**src/design/msa_pkg.sv**
```systemverilog
// shared types and constants of the magnetometer sample averager
package msa_pkg;

   localparam int AVG_WIDTH    = 24;
   localparam int SCALE_WIDTH  = 17;
   localparam int OVS_WIDTH    = 8;
   localparam int CSR_WIDTH    = 17;
   localparam int CSR_IDX_W    = 1;

   localparam logic [CSR_IDX_W-1:0] CSR_OVERSAMPLING    = 1'b0;
   localparam logic [CSR_IDX_W-1:0] CSR_AVERAGING_SCALE = 1'b1;

   localparam logic [SCALE_WIDTH-1:0] SCALE_RESET = 17'h10000;

   typedef enum logic [1:0] {
      STATUS_SAMPLE    = 2'd0,
      STATUS_READY     = 2'd1,
      STATUS_READ_FAIL = 2'd2,
      STATUS_STALE     = 2'd3
   } status_type;

   typedef struct packed {
      logic replace;
      logic update;
   } lane_ctrl_type;

   typedef struct packed {
      status_type status;
      logic       reset_needed;
   } rsp_meta_type;

endpackage

```
**src/design/msa_req_if.sv**
```systemverilog
// request channel: one raw sensor register read per word
interface msa_req_if;
   logic       valid;
   logic       ready;
   logic       read_ok;
   logic [7:0] bx_high;
   logic [7:0] by_high;
   logic [7:0] bz_high;
   logic [7:0] bxy_low;
   logic [7:0] flags_bz_low;
   logic [7:0] temp_frame;

   modport source (
      output valid, read_ok, bx_high, by_high, bz_high, bxy_low, flags_bz_low, temp_frame,
      input  ready
   );
   modport sink (
      input  valid, read_ok, bx_high, by_high, bz_high, bxy_low, flags_bz_low, temp_frame,
      output ready
   );
endinterface

```
**src/design/msa_rsp_if.sv**
```systemverilog
// response channel: status and three axis averages per word
interface msa_rsp_if;
   logic                                valid;
   logic                                ready;
   logic [1:0]                          status;
   logic                                reset_needed;
   logic signed [msa_pkg::AVG_WIDTH-1:0] x_average;
   logic signed [msa_pkg::AVG_WIDTH-1:0] y_average;
   logic signed [msa_pkg::AVG_WIDTH-1:0] z_average;

   modport source (
      output valid, status, reset_needed, x_average, y_average, z_average,
      input  ready
   );
   modport sink (
      input  valid, status, reset_needed, x_average, y_average, z_average,
      output ready
   );
endinterface

```
**src/design/msa_lane.sv**
```systemverilog
// one axis lane: unpack, replace or moving average update, average register
module msa_lane #(
   parameter int FRAC_BITS = 12
) (
   input  logic                                 clock,
   input  logic                                 reset,
   input  msa_pkg::lane_ctrl_type               ctrl,
   input  logic [7:0]                           high,
   input  logic [3:0]                           nibble,
   input  logic [msa_pkg::SCALE_WIDTH-1:0]      scale,
   output logic signed [msa_pkg::AVG_WIDTH-1:0] avg_in
);

   localparam int TW = 12 + FRAC_BITS;
   localparam int DW = ((TW > msa_pkg::AVG_WIDTH) ? TW : msa_pkg::AVG_WIDTH) + 1;
   localparam int PW = DW + msa_pkg::SCALE_WIDTH + 1;

   localparam logic signed [PW-1:0] HALF     = PW'(32768);
   localparam logic signed [PW:0]   SAT_HI_P = (PW+1)'(8388607);
   localparam logic signed [PW:0]   SAT_LO_P = -(PW+1)'(8388608);
   localparam logic signed [DW-1:0] SAT_HI_D = DW'(8388607);
   localparam logic signed [DW-1:0] SAT_LO_D = -DW'(8388608);

   logic signed [msa_pkg::AVG_WIDTH-1:0] avg_ff;
   logic signed [11:0]   sample;
   logic signed [TW-1:0] target;
   logic signed [DW-1:0] target_ext;
   logic signed [DW-1:0] diff;
   logic signed [PW-1:0] prod;
   logic signed [PW-1:0] rounded;
   logic signed [PW:0]   total;
   logic signed [msa_pkg::AVG_WIDTH-1:0] ema_sat;
   logic signed [msa_pkg::AVG_WIDTH-1:0] target_sat;

   assign sample     = {high, nibble};
   assign target     = {sample, {FRAC_BITS{1'b0}}};
   assign target_ext = DW'(target);
   assign diff       = target_ext - DW'(avg_ff);
   assign prod       = PW'(diff) * PW'($signed({1'b0, scale}));
   assign rounded    = (prod + HALF) >>> 16;
   assign total      = (PW+1)'(avg_ff) + (PW+1)'(rounded);

   always_comb begin
      if (total > SAT_HI_P) begin
         ema_sat = SAT_HI_P[msa_pkg::AVG_WIDTH-1:0];
      end else if (total < SAT_LO_P) begin
         ema_sat = SAT_LO_P[msa_pkg::AVG_WIDTH-1:0];
      end else begin
         ema_sat = total[msa_pkg::AVG_WIDTH-1:0];
      end

      if (target_ext > SAT_HI_D) begin
         target_sat = SAT_HI_D[msa_pkg::AVG_WIDTH-1:0];
      end else if (target_ext < SAT_LO_D) begin
         target_sat = SAT_LO_D[msa_pkg::AVG_WIDTH-1:0];
      end else begin
         target_sat = target_ext[msa_pkg::AVG_WIDTH-1:0];
      end

      priority if (ctrl.replace) begin
         avg_in = target_sat;
      end else if (ctrl.update) begin
         avg_in = ema_sat;
      end else begin
         avg_in = avg_ff;
      end
   end

   always_ff @(posedge clock) begin
      if (reset) begin
         avg_ff <= '0;
      end else begin
         avg_ff <= avg_in;
      end
   end

endmodule

```
**src/design/msa_merge.sv**
```systemverilog
// merging stage: joins lane averages and status into the registered response
module msa_merge (
   input  logic                                 clock,
   input  logic                                 reset,
   input  logic                                 accept,
   input  msa_pkg::rsp_meta_type                meta,
   input  logic signed [msa_pkg::AVG_WIDTH-1:0] x_in,
   input  logic signed [msa_pkg::AVG_WIDTH-1:0] y_in,
   input  logic signed [msa_pkg::AVG_WIDTH-1:0] z_in,
   msa_rsp_if.source                            rsp
);

   logic                                 valid_ff;
   logic                                 valid_in;
   msa_pkg::rsp_meta_type                meta_ff;
   logic signed [msa_pkg::AVG_WIDTH-1:0] x_ff;
   logic signed [msa_pkg::AVG_WIDTH-1:0] y_ff;
   logic signed [msa_pkg::AVG_WIDTH-1:0] z_ff;

   always_comb begin
      valid_in = valid_ff;
      if (accept) begin
         valid_in = 1'b1;
      end else if (rsp.ready) begin
         valid_in = 1'b0;
      end
   end

   always_ff @(posedge clock) begin
      if (reset) begin
         valid_ff <= 1'b0;
      end else begin
         valid_ff <= valid_in;
      end
   end

   always_ff @(posedge clock) begin
      if (accept) begin
         meta_ff <= meta;
         x_ff    <= x_in;
         y_ff    <= y_in;
         z_ff    <= z_in;
      end
   end

   assign rsp.valid        = valid_ff;
   assign rsp.status       = meta_ff.status;
   assign rsp.reset_needed = meta_ff.reset_needed;
   assign rsp.x_average    = x_ff;
   assign rsp.y_average    = y_ff;
   assign rsp.z_average    = z_ff;

endmodule

```
**src/design/magnetic_sample_averager_core.sv**
```systemverilog
// top level of the magnetometer sample averager
// Takes one raw three-axis sensor read per word and returns one response word for each,
// holding the status, the reset request and the three axis averages in Q12.12. A word is
// taken in every cycle, even while the last response is read, unless an unread response
// stalls the input: the whole update, one 25 by 18 bit multiply per axis lane with
// its rounding and saturation, completes in the cycle the word is accepted, and the
// response appears in the next cycle from the output register. The user writes
// configuration registers only with no response outstanding; the block does not check.
module magnetic_sample_averager_core #(
   parameter int FRAC_BITS   = 12,
   parameter int ERROR_LIMIT = 3
) (
   input  logic                              clock,
   input  logic                              reset,
   msa_req_if.sink                           req,
   msa_rsp_if.source                         rsp,
   input  logic                              csr_write_en,
   input  logic [msa_pkg::CSR_IDX_W-1:0]     csr_index,
   input  logic [msa_pkg::CSR_WIDTH-1:0]     csr_write_data
);

   localparam int EW = (ERROR_LIMIT > 1) ? $clog2(ERROR_LIMIT + 1) : 1;
   localparam logic [EW-1:0] ERR_LIM = EW'(ERROR_LIMIT);

   logic [msa_pkg::OVS_WIDTH-1:0]   ovs_ff;
   logic [msa_pkg::SCALE_WIDTH-1:0] scale_ff;
   logic [1:0]                      last_frame_ff;
   logic [1:0]                      last_frame_in;
   logic [EW-1:0]                   err_cnt_ff;
   logic [EW-1:0]                   err_cnt_in;
   logic [EW-1:0]                   err_inc;
   logic [msa_pkg::OVS_WIDTH-1:0]   smp_cnt_ff;
   logic [msa_pkg::OVS_WIDTH-1:0]   smp_cnt_in;
   logic [msa_pkg::OVS_WIDTH-1:0]   smp_inc;

   logic                            accept;
   logic [1:0]                      frame;
   msa_pkg::lane_ctrl_type          lane_ctrl;
   msa_pkg::rsp_meta_type           meta;
   logic signed [msa_pkg::AVG_WIDTH-1:0] x_next;
   logic signed [msa_pkg::AVG_WIDTH-1:0] y_next;
   logic signed [msa_pkg::AVG_WIDTH-1:0] z_next;

   assign req.ready = !rsp.valid || rsp.ready;
   assign accept    = req.valid && req.ready;
   assign frame     = req.temp_frame[3:2];
   assign err_inc   = err_cnt_ff + EW'(1);
   assign smp_inc   = smp_cnt_ff + 8'd1;

   always_comb begin
      last_frame_in     = last_frame_ff;
      err_cnt_in        = err_cnt_ff;
      smp_cnt_in        = smp_cnt_ff;
      lane_ctrl         = '0;
      meta.status       = msa_pkg::STATUS_SAMPLE;
      meta.reset_needed = 1'b0;
      if (!req.read_ok || frame == last_frame_ff) begin
         meta.status = req.read_ok ? msa_pkg::STATUS_STALE : msa_pkg::STATUS_READ_FAIL;
         if (err_inc >= ERR_LIM) begin
            meta.reset_needed = 1'b1;
            err_cnt_in        = '0;
         end else begin
            err_cnt_in = err_inc;
         end
      end else begin
         err_cnt_in    = '0;
         last_frame_in = frame;
         if (ovs_ff == '0) begin
            lane_ctrl.replace = 1'b1;
            meta.status       = msa_pkg::STATUS_READY;
         end else begin
            lane_ctrl.update = 1'b1;
            if (smp_inc >= ovs_ff) begin
               meta.status = msa_pkg::STATUS_READY;
               smp_cnt_in  = '0;
            end else begin
               smp_cnt_in = smp_inc;
            end
         end
      end
      if (!accept) begin
         last_frame_in = last_frame_ff;
         err_cnt_in    = err_cnt_ff;
         smp_cnt_in    = smp_cnt_ff;
         lane_ctrl     = '0;
      end
   end

   always_ff @(posedge clock) begin
      if (reset) begin
         last_frame_ff <= '0;
         err_cnt_ff    <= '0;
         smp_cnt_ff    <= '0;
         ovs_ff        <= '0;
         scale_ff      <= msa_pkg::SCALE_RESET;
      end else begin
         last_frame_ff <= last_frame_in;
         err_cnt_ff    <= err_cnt_in;
         smp_cnt_ff    <= smp_cnt_in;
         if (csr_write_en) begin
            unique case (csr_index)
               msa_pkg::CSR_OVERSAMPLING: begin
                  ovs_ff <= csr_write_data[msa_pkg::OVS_WIDTH-1:0];
               end
               msa_pkg::CSR_AVERAGING_SCALE: begin
                  scale_ff <= csr_write_data[msa_pkg::SCALE_WIDTH-1:0];
               end
               default: begin
               end
            endcase
         end
      end
   end

   msa_lane #(.FRAC_BITS(FRAC_BITS)) u_lane_x (
      .clock  (clock),
      .reset  (reset),
      .ctrl   (lane_ctrl),
      .high   (req.bx_high),
      .nibble (req.bxy_low[7:4]),
      .scale  (scale_ff),
      .avg_in (x_next)
   );

   msa_lane #(.FRAC_BITS(FRAC_BITS)) u_lane_y (
      .clock  (clock),
      .reset  (reset),
      .ctrl   (lane_ctrl),
      .high   (req.by_high),
      .nibble (req.bxy_low[3:0]),
      .scale  (scale_ff),
      .avg_in (y_next)
   );

   msa_lane #(.FRAC_BITS(FRAC_BITS)) u_lane_z (
      .clock  (clock),
      .reset  (reset),
      .ctrl   (lane_ctrl),
      .high   (req.bz_high),
      .nibble (req.flags_bz_low[3:0]),
      .scale  (scale_ff),
      .avg_in (z_next)
   );

   msa_merge u_merge (
      .clock  (clock),
      .reset  (reset),
      .accept (accept),
      .meta   (meta),
      .x_in   (x_next),
      .y_in   (y_next),
      .z_in   (z_next),
      .rsp    (rsp)
   );

endmodule

```
**src/flat_wrapper.sv**
```systemverilog
// flat-port wrapper written by rule: the top's interface ports become plain ports
module magnetic_sample_averager_core_flat 
#(
   parameter int FRAC_BITS   = 12,
   parameter int ERROR_LIMIT = 3
)
  (clock, reset, csr_write_en, csr_index, csr_write_data, req_valid, req_read_ok, req_bx_high, req_by_high, req_bz_high, req_bxy_low, req_flags_bz_low, req_temp_frame, req_ready, rsp_valid, rsp_status, rsp_reset_needed, rsp_x_average, rsp_y_average, rsp_z_average, rsp_ready);
  msa_req_if req_i ();
  msa_rsp_if rsp_i ();
  input  logic clock;
  input  logic reset;
  input  logic csr_write_en;
  input  logic [msa_pkg::CSR_IDX_W-1:0] csr_index;
  input  logic [msa_pkg::CSR_WIDTH-1:0] csr_write_data;
  input wire logic [$bits(req_i.valid)-1:0] req_valid;
  input wire logic [$bits(req_i.read_ok)-1:0] req_read_ok;
  input wire logic [$bits(req_i.bx_high)-1:0] req_bx_high;
  input wire logic [$bits(req_i.by_high)-1:0] req_by_high;
  input wire logic [$bits(req_i.bz_high)-1:0] req_bz_high;
  input wire logic [$bits(req_i.bxy_low)-1:0] req_bxy_low;
  input wire logic [$bits(req_i.flags_bz_low)-1:0] req_flags_bz_low;
  input wire logic [$bits(req_i.temp_frame)-1:0] req_temp_frame;
  output wire logic [$bits(req_i.ready)-1:0] req_ready;
  output wire logic [$bits(rsp_i.valid)-1:0] rsp_valid;
  output wire logic [$bits(rsp_i.status)-1:0] rsp_status;
  output wire logic [$bits(rsp_i.reset_needed)-1:0] rsp_reset_needed;
  output wire logic [$bits(rsp_i.x_average)-1:0] rsp_x_average;
  output wire logic [$bits(rsp_i.y_average)-1:0] rsp_y_average;
  output wire logic [$bits(rsp_i.z_average)-1:0] rsp_z_average;
  input wire logic [$bits(rsp_i.ready)-1:0] rsp_ready;
  assign req_i.valid = req_valid;
  assign req_i.read_ok = req_read_ok;
  assign req_i.bx_high = req_bx_high;
  assign req_i.by_high = req_by_high;
  assign req_i.bz_high = req_bz_high;
  assign req_i.bxy_low = req_bxy_low;
  assign req_i.flags_bz_low = req_flags_bz_low;
  assign req_i.temp_frame = req_temp_frame;
  assign req_ready = req_i.ready;
  assign rsp_valid = rsp_i.valid;
  assign rsp_status = rsp_i.status;
  assign rsp_reset_needed = rsp_i.reset_needed;
  assign rsp_x_average = rsp_i.x_average;
  assign rsp_y_average = rsp_i.y_average;
  assign rsp_z_average = rsp_i.z_average;
  assign rsp_i.ready = rsp_ready;
  magnetic_sample_averager_core #(.FRAC_BITS(FRAC_BITS), .ERROR_LIMIT(ERROR_LIMIT)) u_core (.clock(clock), .reset(reset), .req(req_i), .rsp(rsp_i), .csr_write_en(csr_write_en), .csr_index(csr_index), .csr_write_data(csr_write_data));
endmodule
```
**config.mk**
```make
export PLATFORM = sky130hd
export DESIGN_NAME = magnetic_sample_averager_core_flat
export DESIGN_NICKNAME = d
export VERILOG_FILES = /design/src/design/msa_pkg.sv /design/src/design/msa_req_if.sv /design/src/design/msa_rsp_if.sv /design/src/design/msa_lane.sv /design/src/design/msa_merge.sv /design/src/design/magnetic_sample_averager_core.sv /design/src/flat_wrapper.sv
export SDC_FILE = /design/constraint.sdc
export NUM_CORES = 2
export LEC_CHECK = 0
export BUFFER_PORTS_ARGS = -buffer_cell sky130_fd_sc_hd__buf_2
export CORE_AREA = 2 2 337 339
export DETAILED_ROUTE_END_ITERATION = 6
export DIE_AREA = 0 0 339 341
export GPL_ROUTABILITY_DRIVEN = 0
export PLACE_DENSITY = 0.74
export SLEW_MARGIN = 10
export SYNTH_ARGS = -nofsm -noshare
export SYNTH_HDL_FRONTEND = slang
export SYNTH_HIERARCHICAL = 1
export SYNTH_SLANG_ARGS = --single-unit
```
**constraint.sdc**
```tcl
create_clock -name clock -period 27.4 [get_ports clock]
set_clock_uncertainty 0.2 [all_clocks]
set_input_delay 5.48 -clock clock [delete_from_list [all_inputs] [get_ports clock]]
set_output_delay 5.48 -clock clock [all_outputs]
set_load 0.02 [all_outputs]
```
**Yosys cells after proc, flatten, opt, wreduce, memory -nomap -nowiden**

Index checks and enable logic that the tools add are counted.

- Flip-flop bits (word level): 185
- Output and inout bits: 77

- $add $sub $neg: 11
- Multiply operators: 3
- Order comparisons: 14
- Equal/unequal tests: 1
- Multiplexer cells: 32
- Bitwise logic cells: 3
- Reduce and logical (&&, ||, !) cells: 11

Operators with widths:

| operator | number |
|---|---|
| two-way mux 24 bit | 18 |
| adder 43 x 17 -> 43 bit (second input constant) | 3 |
| multiplier 25 x 18 -> 43 bit | 3 |
| adder 24 x 27 -> 28 bit | 3 |
| greater-than comparator 28 x 24 -> 1 bit (second input constant) | 3 |
| < comparator 28 x 24 -> 1 bit (second input constant) | 3 |
| subtractor 24 x 24 -> 25 bit | 3 |
| greater-than comparator 24 bit (second input constant) | 3 |
| < comparator 24 bit (second input constant) | 3 |
| two-way mux 2 bit | 6 |
| adder 8 x 1 -> 8 bit (second input constant) | 1 |
| greater-or-equal comparator 8 bit | 1 |
| zero test 8 bit | 1 |
| two-way mux 8 bit | 1 |
| two-way mux 1 bit | 7 |
| AND reduction 2 bit | 3 |
| NOT 1 bit | 3 |
| AND reduction 3 bit | 1 |
| adder 2 x 1 -> 2 bit (second input constant) | 1 |
| == test 2 bit | 1 |
| greater-or-equal comparator 2 bit (second input constant) | 1 |
| zero test 1 bit | 2 |
| logical OR 1 bit | 2 |
| nonzero test 2 bit | 1 |
| logical AND 1 bit | 1 |

**Longest topological paths before layout**

- Depth after elaboration: 9
- Depth in mapped cells: 49
- Mapped depth without buffers: 46

**Cells and area by module**

The synthesis kept the hierarchy.

By module, submodules not included:

| module | times used | cells each | area each (um2) |
|---|---|---|---|
| msa_lane at u_core.u_lane_z | 1 | 2217 | 19064.5 |
| msa_lane at u_core.u_lane_y | 1 | 2127 | 18561.6 |
| msa_lane at u_core.u_lane_x | 1 | 2136 | 18362.6 |
| msa_merge | 1 | 79 | 2290.9 |
| magnetic_sample_averager_core | 1 | 223 | 1767.9 |

**Worst setup path after synthesis**

Ideal clock, no wire load.

- Path kind: in2reg
- Start point: input port req_flags_bz_low[1]
- End point: register u_core.u_merge.z_ff, in the netlist u_core/u_merge/rsp.z_average[13], data pin
- Setup time: 0.267 ns
- Arrival time: 14.970 ns
- Data required time: 26.933 ns
- Slack: 11.963 ns
- Stages: 40
- Path through: ha_1 -> and3_1 -> a2111oi_0 -> o21bai_1 -> a21oi_1 -> o21bai_1 -> a211oi_1 -> a311o_1 -> clkbuf_1 -> nand2_1 -> fa_1 -> inv_1 -> fa_1 -> ha_1 -> inv_1 -> fa_1 -> inv_1 -> fa_1 -> (+4 left out) -> a21o_1 -> a21o_1 -> a21oi_1 -> o21ai_0 -> a22oi_1 -> o21ai_1 -> o41ai_2 -> o21bai_1 -> xor2_1 -> ha_1 -> clkbuf_1 -> and4_1 -> a211oi_1 -> xor2_1 -> nand4_2 -> a21oi_4 -> buf_2 -> o211ai_1

- Longest elaborated chain between the ends: 9
- Elaborated cells on any way between the ends: 14
- Classes of those cells: add/sub: 3; mul: 1; order compare: 4; mux: 6

RTL lines:

| item | line | RTL |
|---|---|---|
| from (decl) | flat_wrapper.sv:21 | `input wire logic [$bits(req_i.flags_bz_low)-1:0] req_flags_bz_low;` |
| subtractor 24 x 24 -> 25 bit | msa_lane.sv:38 | `assign diff = target_ext - DW'(avg_ff);` |
| multiplier 25 x 18 -> 43 bit | msa_lane.sv:39 | `assign prod = PW'(diff) * PW'($signed({1'b0, scale}));` |
| adder 43 x 17 -> 43 bit | msa_lane.sv:40 | `assign rounded = (prod + HALF) >>> 16;` |
| adder 24 x 27 -> 28 bit | msa_lane.sv:41 | `assign total = (PW+1)'(avg_ff) + (PW+1)'(rounded);` |
| < comparator 28 x 24 -> 1 bit | msa_lane.sv:46 | `end else if (total < SAT_LO_P) begin` |
| two-way mux 24 bit | msa_lane.sv:46 |  |
| two-way mux 24 bit | msa_lane.sv:44 | `if (total > SAT_HI_P) begin` |
| two-way mux 24 bit | msa_lane.sv:62 | `end else if (ctrl.update) begin` |
| two-way mux 24 bit * | msa_lane.sv:60 | `priority if (ctrl.replace) begin` |
| named net u_core.z_next, one bit | magnetic_sample_averager_core.sv:42 | `logic signed [msa_pkg::AVG_WIDTH-1:0] z_next;` |
| to (signal assigned) | msa_merge.sv:42 | `z_ff <= z_in;` |
| to (decl) | msa_merge.sv:18 | `logic signed [msa_pkg::AVG_WIDTH-1:0] z_ff;` |

Mark *: on every way through the listed nets, which the timed path passes. The rest lies on a longest branch.
A chain may end at the register's enable or synchronous reset.

**Worst setup path after layout**

- Start point: input port req_bx_high[1]
- End point: register u_core.u_merge.x_ff, in the netlist u_core/u_merge/rsp.x_average[12], data pin

- Longest elaborated chain between the ends: 9
- Elaborated cells on any way between the ends: 14
- Classes of those cells: add/sub: 3; mul: 1; order compare: 4; mux: 6

RTL lines:

| item | line | RTL |
|---|---|---|
| from (decl) | flat_wrapper.sv:17 | `input wire logic [$bits(req_i.bx_high)-1:0] req_bx_high;` |
| subtractor 24 x 24 -> 25 bit | msa_lane.sv:38 |  |
| multiplier 25 x 18 -> 43 bit | msa_lane.sv:39 |  |
| adder 43 x 17 -> 43 bit | msa_lane.sv:40 |  |
| adder 24 x 27 -> 28 bit | msa_lane.sv:41 |  |
| < comparator 28 x 24 -> 1 bit | msa_lane.sv:46 |  |
| two-way mux 24 bit | msa_lane.sv:46 |  |
| two-way mux 24 bit | msa_lane.sv:44 |  |
| two-way mux 24 bit | msa_lane.sv:62 |  |
| two-way mux 24 bit * | msa_lane.sv:60 |  |
| named net u_core.x_next, one bit | magnetic_sample_averager_core.sv:40 | `logic signed [msa_pkg::AVG_WIDTH-1:0] x_next;` |
| to (signal assigned) | msa_merge.sv:40 | `x_ff <= x_in;` |
| to (decl) | msa_merge.sv:16 | `logic signed [msa_pkg::AVG_WIDTH-1:0] x_ff;` |

Marks and branches as above.

==> key figures <==
Run status
  • Status: complete, but fails checks
  • Failing checks: DRC

Timing
  • Final hold vios: 0
  • Fin Setup TNS: 0 ns
  • Post-route setup slack: 9.791 ns
  • Worst-margin pin slew: 1.234 ns
  • RSZ-0062 raised after global routing: no
  • Fmax: around 57 MHz
  • Period Utilization, post-route: between 60% and 70%
  • Max-slew violations: 0
  • Tmin final: 17.61 ns
  • Setup violations, final: 0
  • Worst slew margin: between 15 and 20%

Placed design
  • Dpl ws: ~9.7 ns
  • # port buffers: 138
  • Placed inst area: 62,280 um2
  • HPWL Detailed: 116.6 mm

Routing
  • Metal2 WL: 75.39 mm
  • Top layer in use: met5
  • DR WL/cell: roughly 18 um
  • Vias: 45.78k
  • Met3 wire length: about 10 mm
  • Detailed Route WL: 150.5 mm
  • DRT iter0 DRCs: 3,357
  • Antenna Nets Post-Route: 0
  • Metal-1 WL: 59.37 mm
  • Avg Vias per Cell: between 5 and 6
  • First drt pass iteration count: 7
  • DRC violations left: 4

Yosys
  • Ys async rst share: 0%
  • Number of warnings issued by yosys: 6
  • Mapped Nets: 8,597
  • Largest family of logic cells by synthesized area: adder cells
  • Post-Synth XOR/XNOR Area: 3.713%
  • Mux cell area share after synthesis: 0.1000%
  • Yosys reg bits: 185
  • Sequential area share after synthesis: around 7.4%
  • Syn Std Cell Area: roughly 60,000 um2
  • Cell taking the most area after synthesis: fa_1
  • Syn Area/Cell: 8.854 um2
  • Distinct cell type count after synthesis: 118
  • Main synth FF type: dfxtp_1
  • Post-synth top area share: 40.91%
  • Synth Area in Simple Gates: 16.37%
  • Synth top area cells: fa_1 (41%), ha_1 (11%), inv_1 (9.5%), and2_1 (6.0%), nand2_1 (5.8%)
  • Complex-gate fraction of the synthesized area: 9.068%
  • Syn Inst Count: 6,782
  • Number of synthesized flops with an enable pin: 75
  • Synth Area in Adders: between 50% and 60%

Critical path
  • CP startpoint: req_bx_high[1]
  • Worst Path Max Fanout: 23
  • R2R depth: 43
  • CP Class: in2reg
  • Flop-to-flop setup slack: between 10 and 15 ns
  • FF-to-FF Start: u_core/u_lane_x/avg_ff[0]
  • Worst setup EP type: flop
  • Reg-to-Reg End: u_core/u_merge/rsp.x_average[12]
  • Critical Path Slowest Stage Cell: o31ai_1
  • WP data arrival: 17.62 ns
  • Crit path to: u_core/u_merge/rsp.x_average[12]
  • Crit-path max cell delay: approximately 0.7 ns
  • Critical Path Source Type: input pin
  • WP data required: 27.42 ns

Flow run
  • # Max-Cap Violations: 0

Clock network
  • H-tree Lvls: 4
  • PostCTS Resize Cnt: 0
  • Clk sinks: 185
  • CTS tree: yes
  • CTS Buffer Depth: 2
  • Cts bufs inserted: 17
  • Skew-Pair Late Insertion Delay: approximately 0.53 ns
  • Root Driver: clkbuf_16
  • Number of setup buffers added after CTS: 0
  • CTS clk-pin slew, worst paths: ~0.090 ns
  • Post-CTS Hold Buffers: 0

Cells and area
  • Area occupied by multi-input gates: 48,870 um2
  • Nets: 8,562
  • # fillers: ~9.8k
  • Register Area: 4476 um2
  • Finished layout cell area: 62,880 um2
  • Layout area overhead: 4.724%
  • Commonest cells after routing, fill and taps aside: inv_1 (1,525), fa_1 (1,227), nand2_1 (927), and2_1 (579), ha_1 (516)
  • Commonest non-fill, non-tap cell in the layout: inv_1
  • Layout cells sized above 1: 5.976%

Global routing
  • First-pass GRT wire length: roughly 250 mm
  • All-layer global routing usage: 26.87%
  • Antenna violations before repair: 4
  • Vias in the first global route: 49.37k
  • Largest net degree at the start of global routing: 77
  • GR Overflow Total: 0

Floorplanning
  • Die Y: around 340 um
  • Initial core utilization: 53.67%
  • Core Box Area: 111,900 um2
  • FP Rows: 123
  • Die area: 115,600 um2
  • I/O Pins: 149
  • Chip width: about 340 um

Min path
  • Hold Crit Class: reg2reg
## how the worst min path moves through the flow
stage / from / to / cells past startpoint
CTS: u_core/smp_cnt_ff[7] / u_core/smp_cnt_ff[7] / 2
floorplan: u_core/smp_cnt_ff[7] / u_core/smp_cnt_ff[7] / 2
global placement: u_core/smp_cnt_ff[7] / u_core/smp_cnt_ff[7] / 2
finish: u_core/smp_cnt_ff[7] / u_core/smp_cnt_ff[7] / 2
detailed placement: u_core/smp_cnt_ff[7] / u_core/smp_cnt_ff[7] / 2
global route: u_core/ovs_ff[0] / u_core/ovs_ff[0] / 2
## routing by layer
metal	GRT usage, %	vias up
li1	-	20660
met1	33.36	23220
met2	47.09	1536
met3	4.111	350
met4	10.54	4
met5	0	-
## critical path: cells and delay by family
kind	cells	cell delay, ns
simple gates	6	1.57
buf+inv	7	0.99
fa+ha+maj	9	4.34
compound gates	19	5.00
xor+xnor	1	0.19
## state kept, by name, summed over array words and instances (netlist names)
register / flops
u_core/u_lane_x/avg_ff: 24
u_core/u_lane_y/avg_ff: 24
u_core/u_lane_z/avg_ff: 24
u_core/u_merge/rsp.x_average: 24
u_core/u_merge/rsp.y_average: 24
u_core/u_merge/rsp.z_average: 24
u_core/scale_ff: 17
u_core/ovs_ff: 8
u_core/smp_cnt_ff: 8
u_core/err_cnt_ff: 2
u_core/last_frame_ff: 2
u_core/u_merge/rsp.status: 2
u_core/u_merge/rsp.reset_needed: 1
u_core/u_merge/rsp.valid: 1
## cells in the mapped netlist, types with 26 or more instances
| cell | instances |
|---|---|
| and3_1 | 28 |
| dfxtp_1 | 110 |
| a31oi_1 | 35 |
| o21ai_1 | 26 |
| o21bai_1 | 42 |
| nor2_1 | 177 |
| ha_1 | 516 |
| o21ai_0 | 95 |
| xor2_1 | 70 |
| nand4_1 | 29 |
| a21o_1 | 83 |
| nor2b_1 | 29 |
| nand2_1 | 927 |
| fa_1 | 1227 |
| inv_1 | 1526 |
| nand3_1 | 58 |
| and2_1 | 579 |
| clkbuf_1 | 218 |
| nor3_1 | 72 |
| buf_2 | 28 |
| edfxtp_1 | 75 |
| a21oi_1 | 224 |
| a211oi_1 | 33 |
| xnor2_1 | 179 |
## per-stage QoR
stage          util, %  cells  hold slack, ns
6_report         56.20   8265          0.2703
4_1_cts          56.19   8260          0.2701
2_1_floorplan        -   6782          0.2444
3_5_place_dp     55.67   8228          0.2582
3_3_place_gp     55.67   8228          0.2556
5_1_grt          56.19   8260          0.2970
## cell type report
cell class	instances	share of cell area, %
Sequential cell	185	7.117
Clock inverter	15	0.2567
Tap cell	1500	2.985
Timing Repair Buffer	222	2.105
Antenna cell	5	0.01990
Clock buffer	17	0.6765
Multi-Input combinational cell	4794	77.71
Inverter	1527	9.127
## cells by family after synthesis
logic type / Yosys count
fa+ha+maj: 1752
mux: 6
xor+xnor: 252
compound gates: 774
flops: 185
simple gates: 2010
buf+inv: 1803
Power is left out: the tool's default activity adds up to more than one toggle a clock period on the data nets, which glitch-free logic cannot reach.
